==> src/design/first_fit_pool_allocator_assert.svh <==
// Assertion macros for the first-fit pool allocator.
// Needs clk and rst_n in scope at each place of use.
`ifndef FIRST_FIT_POOL_ALLOCATOR_ASSERT_SVH
`define FIRST_FIT_POOL_ALLOCATOR_ASSERT_SVH

// same-cycle implication
`define FFPA_CHECK(lbl, ante, cons, msg) \
  lbl: assert property (@(posedge clk) disable iff (!rst_n) (ante) |-> (cons)) \
    else $error(msg);

// next-cycle implication
`define FFPA_CHECK_NEXT(lbl, ante, cons, msg) \
  lbl: assert property (@(posedge clk) disable iff (!rst_n) (ante) |=> (cons)) \
    else $error(msg);

`endif

==> src/design/ffpa_pkg.sv <==
// Shared types and codes for the first-fit pool allocator.
// No dependencies.
package ffpa_pkg;

  localparam int ADDR_W = 16;
  localparam int SIZE_W = 17;
  localparam int FILL_W = 17;

  localparam logic [SIZE_W-1:0] ROUND_ADD  = SIZE_W'(3);
  localparam logic [SIZE_W-1:0] ROUND_MASK = ~SIZE_W'(3);

  localparam logic OP_ALLOC = 1'b0;
  localparam logic OP_FREE  = 1'b1;

  localparam logic [1:0] ST_OK         = 2'd0;
  localparam logic [1:0] ST_EXHAUSTED  = 2'd1;
  localparam logic [1:0] ST_TABLE_FULL = 2'd2;
  localparam logic [1:0] ST_UNKNOWN    = 2'd3;

  typedef struct packed {
    logic [ADDR_W-1:0] start;
    logic [SIZE_W-1:0] bytes;
    logic              is_free;
  } ffpa_entry_t;

  typedef struct packed {
    logic load;
    logic scan;
    logic commit;
    logic emit;
  } ffpa_cmd_t;

  typedef struct packed {
    logic hit;
    logic scan_done;
    logic out_busy;
  } ffpa_sts_t;

endpackage

==> src/design/ffpa_ctrl.sv <==
// Sequencer of the first-fit pool allocator: accept, table walk, result.
// Depends on ffpa_pkg.
module ffpa_ctrl
  import ffpa_pkg::*;
(
  input  logic      clk,
  input  logic      rst_n,
  input  logic      in_valid,
  output logic      in_stall,
  input  ffpa_sts_t sts,
  output ffpa_cmd_t cmd
);

  typedef enum logic [1:0] {
    S_IDLE,
    S_SCAN,
    S_RESULT
  } state_t;

  state_t state_r, state_nxt;
  logic   in_stall_r, in_stall_nxt;

  always_comb begin
    state_nxt  = state_r;
    cmd.load   = 1'b0;
    cmd.scan   = 1'b0;
    cmd.commit = 1'b0;
    cmd.emit   = 1'b0;
    case (state_r)
      S_IDLE: begin
        if (in_valid) begin
          cmd.load  = 1'b1;
          state_nxt = S_SCAN;
        end
      end
      S_SCAN: begin
        cmd.scan = 1'b1;
        if (sts.hit || sts.scan_done) begin
          cmd.commit = 1'b1;
          state_nxt  = S_RESULT;
        end
      end
      S_RESULT: begin
        // wait for the output register to drain
        if (!sts.out_busy) begin
          cmd.emit  = 1'b1;
          state_nxt = S_IDLE;
        end
      end
      default: state_nxt = S_IDLE;
    endcase
    in_stall_nxt = (state_nxt != S_IDLE);
  end

  always_ff @(posedge clk) begin
    if (!rst_n) begin
      state_r    <= S_IDLE;
      in_stall_r <= 1'b0;
    end else begin
      state_r    <= state_nxt;
      in_stall_r <= in_stall_nxt;
    end
  end

  assign in_stall = in_stall_r;

endmodule

==> config.mk <==
export PLATFORM = sky130hd
export DESIGN_NAME = ffpa_ctrl
export DESIGN_NICKNAME = d
export VERILOG_FILES = /design/src/design/first_fit_pool_allocator_assert.svh /design/src/design/ffpa_pkg.sv /design/src/design/ffpa_ctrl.sv
export SDC_FILE = /design/constraint.sdc
export NUM_CORES = 1
export LEC_CHECK = 0
export BUFFER_PORTS_ARGS = -buffer_cell sky130_fd_sc_hd__buf_2
export CORE_AREA = 8 8 45 47
export DETAILED_ROUTE_END_ITERATION = 12
export DIE_AREA = 0 0 53 55
export SYNTH_ARGS = -nofsm -noshare
export SYNTH_HDL_FRONTEND = slang
export SYNTH_SLANG_ARGS = --single-unit
==> constraint.sdc <==
create_clock -name clk -period 1.91 [get_ports clk]
set_clock_uncertainty 0.2 [all_clocks]
set_input_delay 0.0955 -clock clk [delete_from_list [all_inputs] [get_ports clk]]
set_output_delay 0.0955 -clock clk [all_outputs]
set_load 0.01 [all_outputs]
==> results.md <==
Synthesis:
- The mapped netlist covers 156 um^2.
- The number of distinct library cell variants in the gate-level netlist after synthesis is 7.
- The warning count from the yosys run is 0.
- Synthesis produced a netlist with a net count of 21.
- Synthesis produced a netlist whose cell count is 15.
- The fraction of the yosys area taken by sequential cells is 0.384.
- The post-synthesis register bit count is 3.
- The average cell area after synthesis is 10.4 um^2.

Critical path:
- The origin of the critical flop-to-flop path is state_r[0]$_SDFF_PN0_.
- The required time at the endpoint of the critical path is 1.61 ns.
- The largest fanout on the critical path is 6.
- On the worst path, the slowest cell contributes a delay of 0.40 ns.
- The capture point of the worst reg-to-reg path is in_stall$_SDFF_PN0_.
- STA puts the critical path data arrival time at 1.08 ns.
- The most prevalent standard cell on the critical path is nor2b_4.
- The worst reg2reg path depth is 2.
- STA classifies the critical path startpoint as a flop.
- STA classifies the critical path endpoint as an output port.
- The setup path with the least slack is of type flop to output port.
- Walking the worst path, the cells encountered are nor2b_4 -> nor2b_4 -> buf_2.
- The cell type of the slowest stage on the worst timing path is dfxtp_1.
- The worst-case register-to-register setup slack is 0.77 ns.

Floorplanning:
- The die boundary width is 53 um.
- The area of the placeable core is 0.00138 mm^2.
- The total die area is 0.00292 mm^2.
- The number of standard-cell rows in the floorplan is 14.
- The die height is 55 um.
- The starting density of the core is 0.113.
- For this design the top-level I/O count stands at 11.

Run:
- The number of max-cap violations is 0.

Global routing:
- The combined global-route utilization of all metal layers is 0.0333.
- The first-pass GRT wire length is 607 um.
- Entering global routing, the biggest net connects 7 pins.
- The overall overflow remaining after global route is 0.
- The initial antenna violation count is 0.
- The number of global-route vias before repair is 161.

Clock network:
- In this run the number of H-tree levels came out at 1.
- The cell chosen for the clock root is clkbuf_4.
- The number of buffers added by the clock tree synthesis step is 3.
- The post-CTS setup-driven buffer insertion count is 0.
- Counting along the longest clock path gives a buffer depth of 2.
- Clock latency on the worst-skew pair, taken at its later pin, is 0.23 ns.
- The clock transition at the registers of the reported paths is 0.04 ns.
- For this design, the sink count on the clock tree is 3.
- The TritonCTS clock tree is built.

Placement:
- The routability congestion estimate from global placement is 0.690.
- In this run the tool buffered the top-level ports with 10 buffer cells.
- The worst slack at placement is 0.767 ns.
- The placed cell area is 226 um^2.

Route:
- For this block, the routed nets add up to 431 um of wire.
- The remaining routing DRC violations is 0.
- The average routed wire per standard cell is 9.17 um.
- The average via count per standard cell is 3.47.
- The iteration count of the initial detailed-routing pass is 2.
- The iteration-0 DRC count of the detailed router is 2.
- The count of nets left with antenna violations once routing finished came out at 0.
- The detailed router placed 163 vias in this run.

Layout:
- The number of nets in the layout is 38.
- The number of diodes added for antenna fixing is 0.
- Of the cells placed in the final design, the portion with a size suffix greater than 1 is 0.516.
- After routing the design area is 273 um^2.
- The area growth from synthesis to layout is 74.4%.

Power and ir drop:
- Summed over all cells, the static leakage comes to 0.128 nW.
- In this run the power density over the cells is 814 mW/mm^2.
- The maximum ir drop on the vdd rail is 190 uV.

Min path:
- In this run the worst hold path is classified as primary input to flop.
- The cell count of the worst hold path is 4.
- The worst hold path terminates at state_r[0]$_SDFF_PN0_.
- The startpoint of the worst hold path is sts[2].

STA:
- The hold violation count in the final report is 0.
- The final count of negative-setup-slack endpoints is 0.
- Timing would allow up to 0.728 GHz.
- For the final routed database, the setup TNS stands at 0 ns.
- The worst-case setup margin in the final layout is 0.537 ns.
- The final count of pins violating max slew is 0.
- Setup repair after global routing left no endpoint under its margin.
- The share of the clock period used by the worst path is 0.719.
- The shortest clock period the worst path allows after layout is 1.37 ns.
- The actual slew at the worst max-slew pin is 0.239 ns.
- The normalized max-slew margin is 0.840.

Status:
- The run finished with clean final reports.
==> worst max-delay path: cells and delay by family, from the launching register on <==
kind	cells	cell delay, ns
simple gates	2	0.31
buf+inv	1	0.13
flops	1	0.40
==> sequential cells by signal, indices dropped and copies added, names as in the netlist <==
register,cells
state_r,2
in_stall,1
==> area by class of cell <==
class,instances,area (um^2)
Fill cell,160,1110
Multi-Input combinational cell,12,96.3
Timing Repair Buffer,12,70.1
Sequential cell,3,60.1
Clock buffer,4,26.3
Tap cell,16,20.0
==> stage by stage <==
stage	hold WS, ns	total power (W)	util	std cells
5_1_grt	0.0802	0.000234	0.197	47
4_1_cts	0.0364	0.000231	0.197	47
6_report	0.0420	0.000222	0.197	47
2_1_floorplan	0.0130	0.0000931	-	15
3_5_place_dp	0.148	0.000109	0.164	41
3_3_place_gp	0.130	0.000108	0.164	41
==> cells in the mapped netlist <==
cell type,number,area [um^2]
dfxtp_1,3,60.1
nor2_1,3,11.3
nor3b_1,3,22.5
nor2b_4,2,27.5
o21a_1,2,15.0
and3b_2,1,10.0
mux2i_1,1,10.0
==> where the power goes <==
part           leakage, nW  internal, W  switching [W]
clock               0.0150    0.0000784      0.0000337
sequential          0.0248    0.0000676     0.00000474
combinational       0.0885    0.0000224      0.0000153
==> cell usage in the layout, fill, tap and decap left out <==
| cell | netlist | final |
|---|---|---|
| clkbuf_4 | 0 | 3 |
| dlygate4sd3_1 | 0 | 2 |
| and3b_2 | 1 | 1 |
| dfxtp_1 | 3 | 3 |
| clkbuf_1 | 0 | 1 |
| nor2_1 | 3 | 3 |
| buf_2 | 0 | 10 |
| nor3b_1 | 3 | 3 |
| nor2b_4 | 2 | 2 |
| mux2i_1 | 1 | 1 |
| o21a_1 | 2 | 2 |
==> routing by layer <==
layer,wire [um],up-vias,part of all wire,track usage
met5,0,-,0,0
met4,0,0,0,0.0517
met3,82,0,0.19,0.0321
met2,190,7,0.44,0.0371
met1,158,72,0.37,0.0273
li1,-,84,-,-
==> worst max path at each step <==
stage | from | end | slack, ns | depth (start not counted)
global route | state_r[0]$_SDFF_PN0_ | cmd[1] | 0.46 | 3
finish | state_r[0]$_SDFF_PN0_ | cmd[1] | 0.54 | 3
floorplan | state_r[0]$_SDFF_PN0_ | state_r[1]$_SDFF_PN0_ | 0.78 | 3
CTS | state_r[0]$_SDFF_PN0_ | cmd[1] | 0.51 | 3
global placement | state_r[0]$_SDFF_PN0_ | cmd[1] | 0.77 | 3
detailed placement | state_r[0]$_SDFF_PN0_ | in_stall$_SDFF_PN0_ | 0.77 | 2
==> what timing repair did <==
item,in CTS,in global routing
hold buffers,2,0
endpoints found under the hold margin,3,0
gates resized for setup,0,0
endpoints found under the setup margin,0,0
==> logic make-up (layout without fill, tap and decap cells) <==
logic type / Yosys count / count (layout) / synth area share
and+or+nand+nor: 9 / 9 / 0.456
muxes: 1 / 1 / 0.0640
AOI/OAI and AO/OA: 2 / 2 / 0.0960
DFF: 3 / 3 / 0.384
buffers and inverters: 0 / 16 / 0
(Power assumes the default switching activity.)
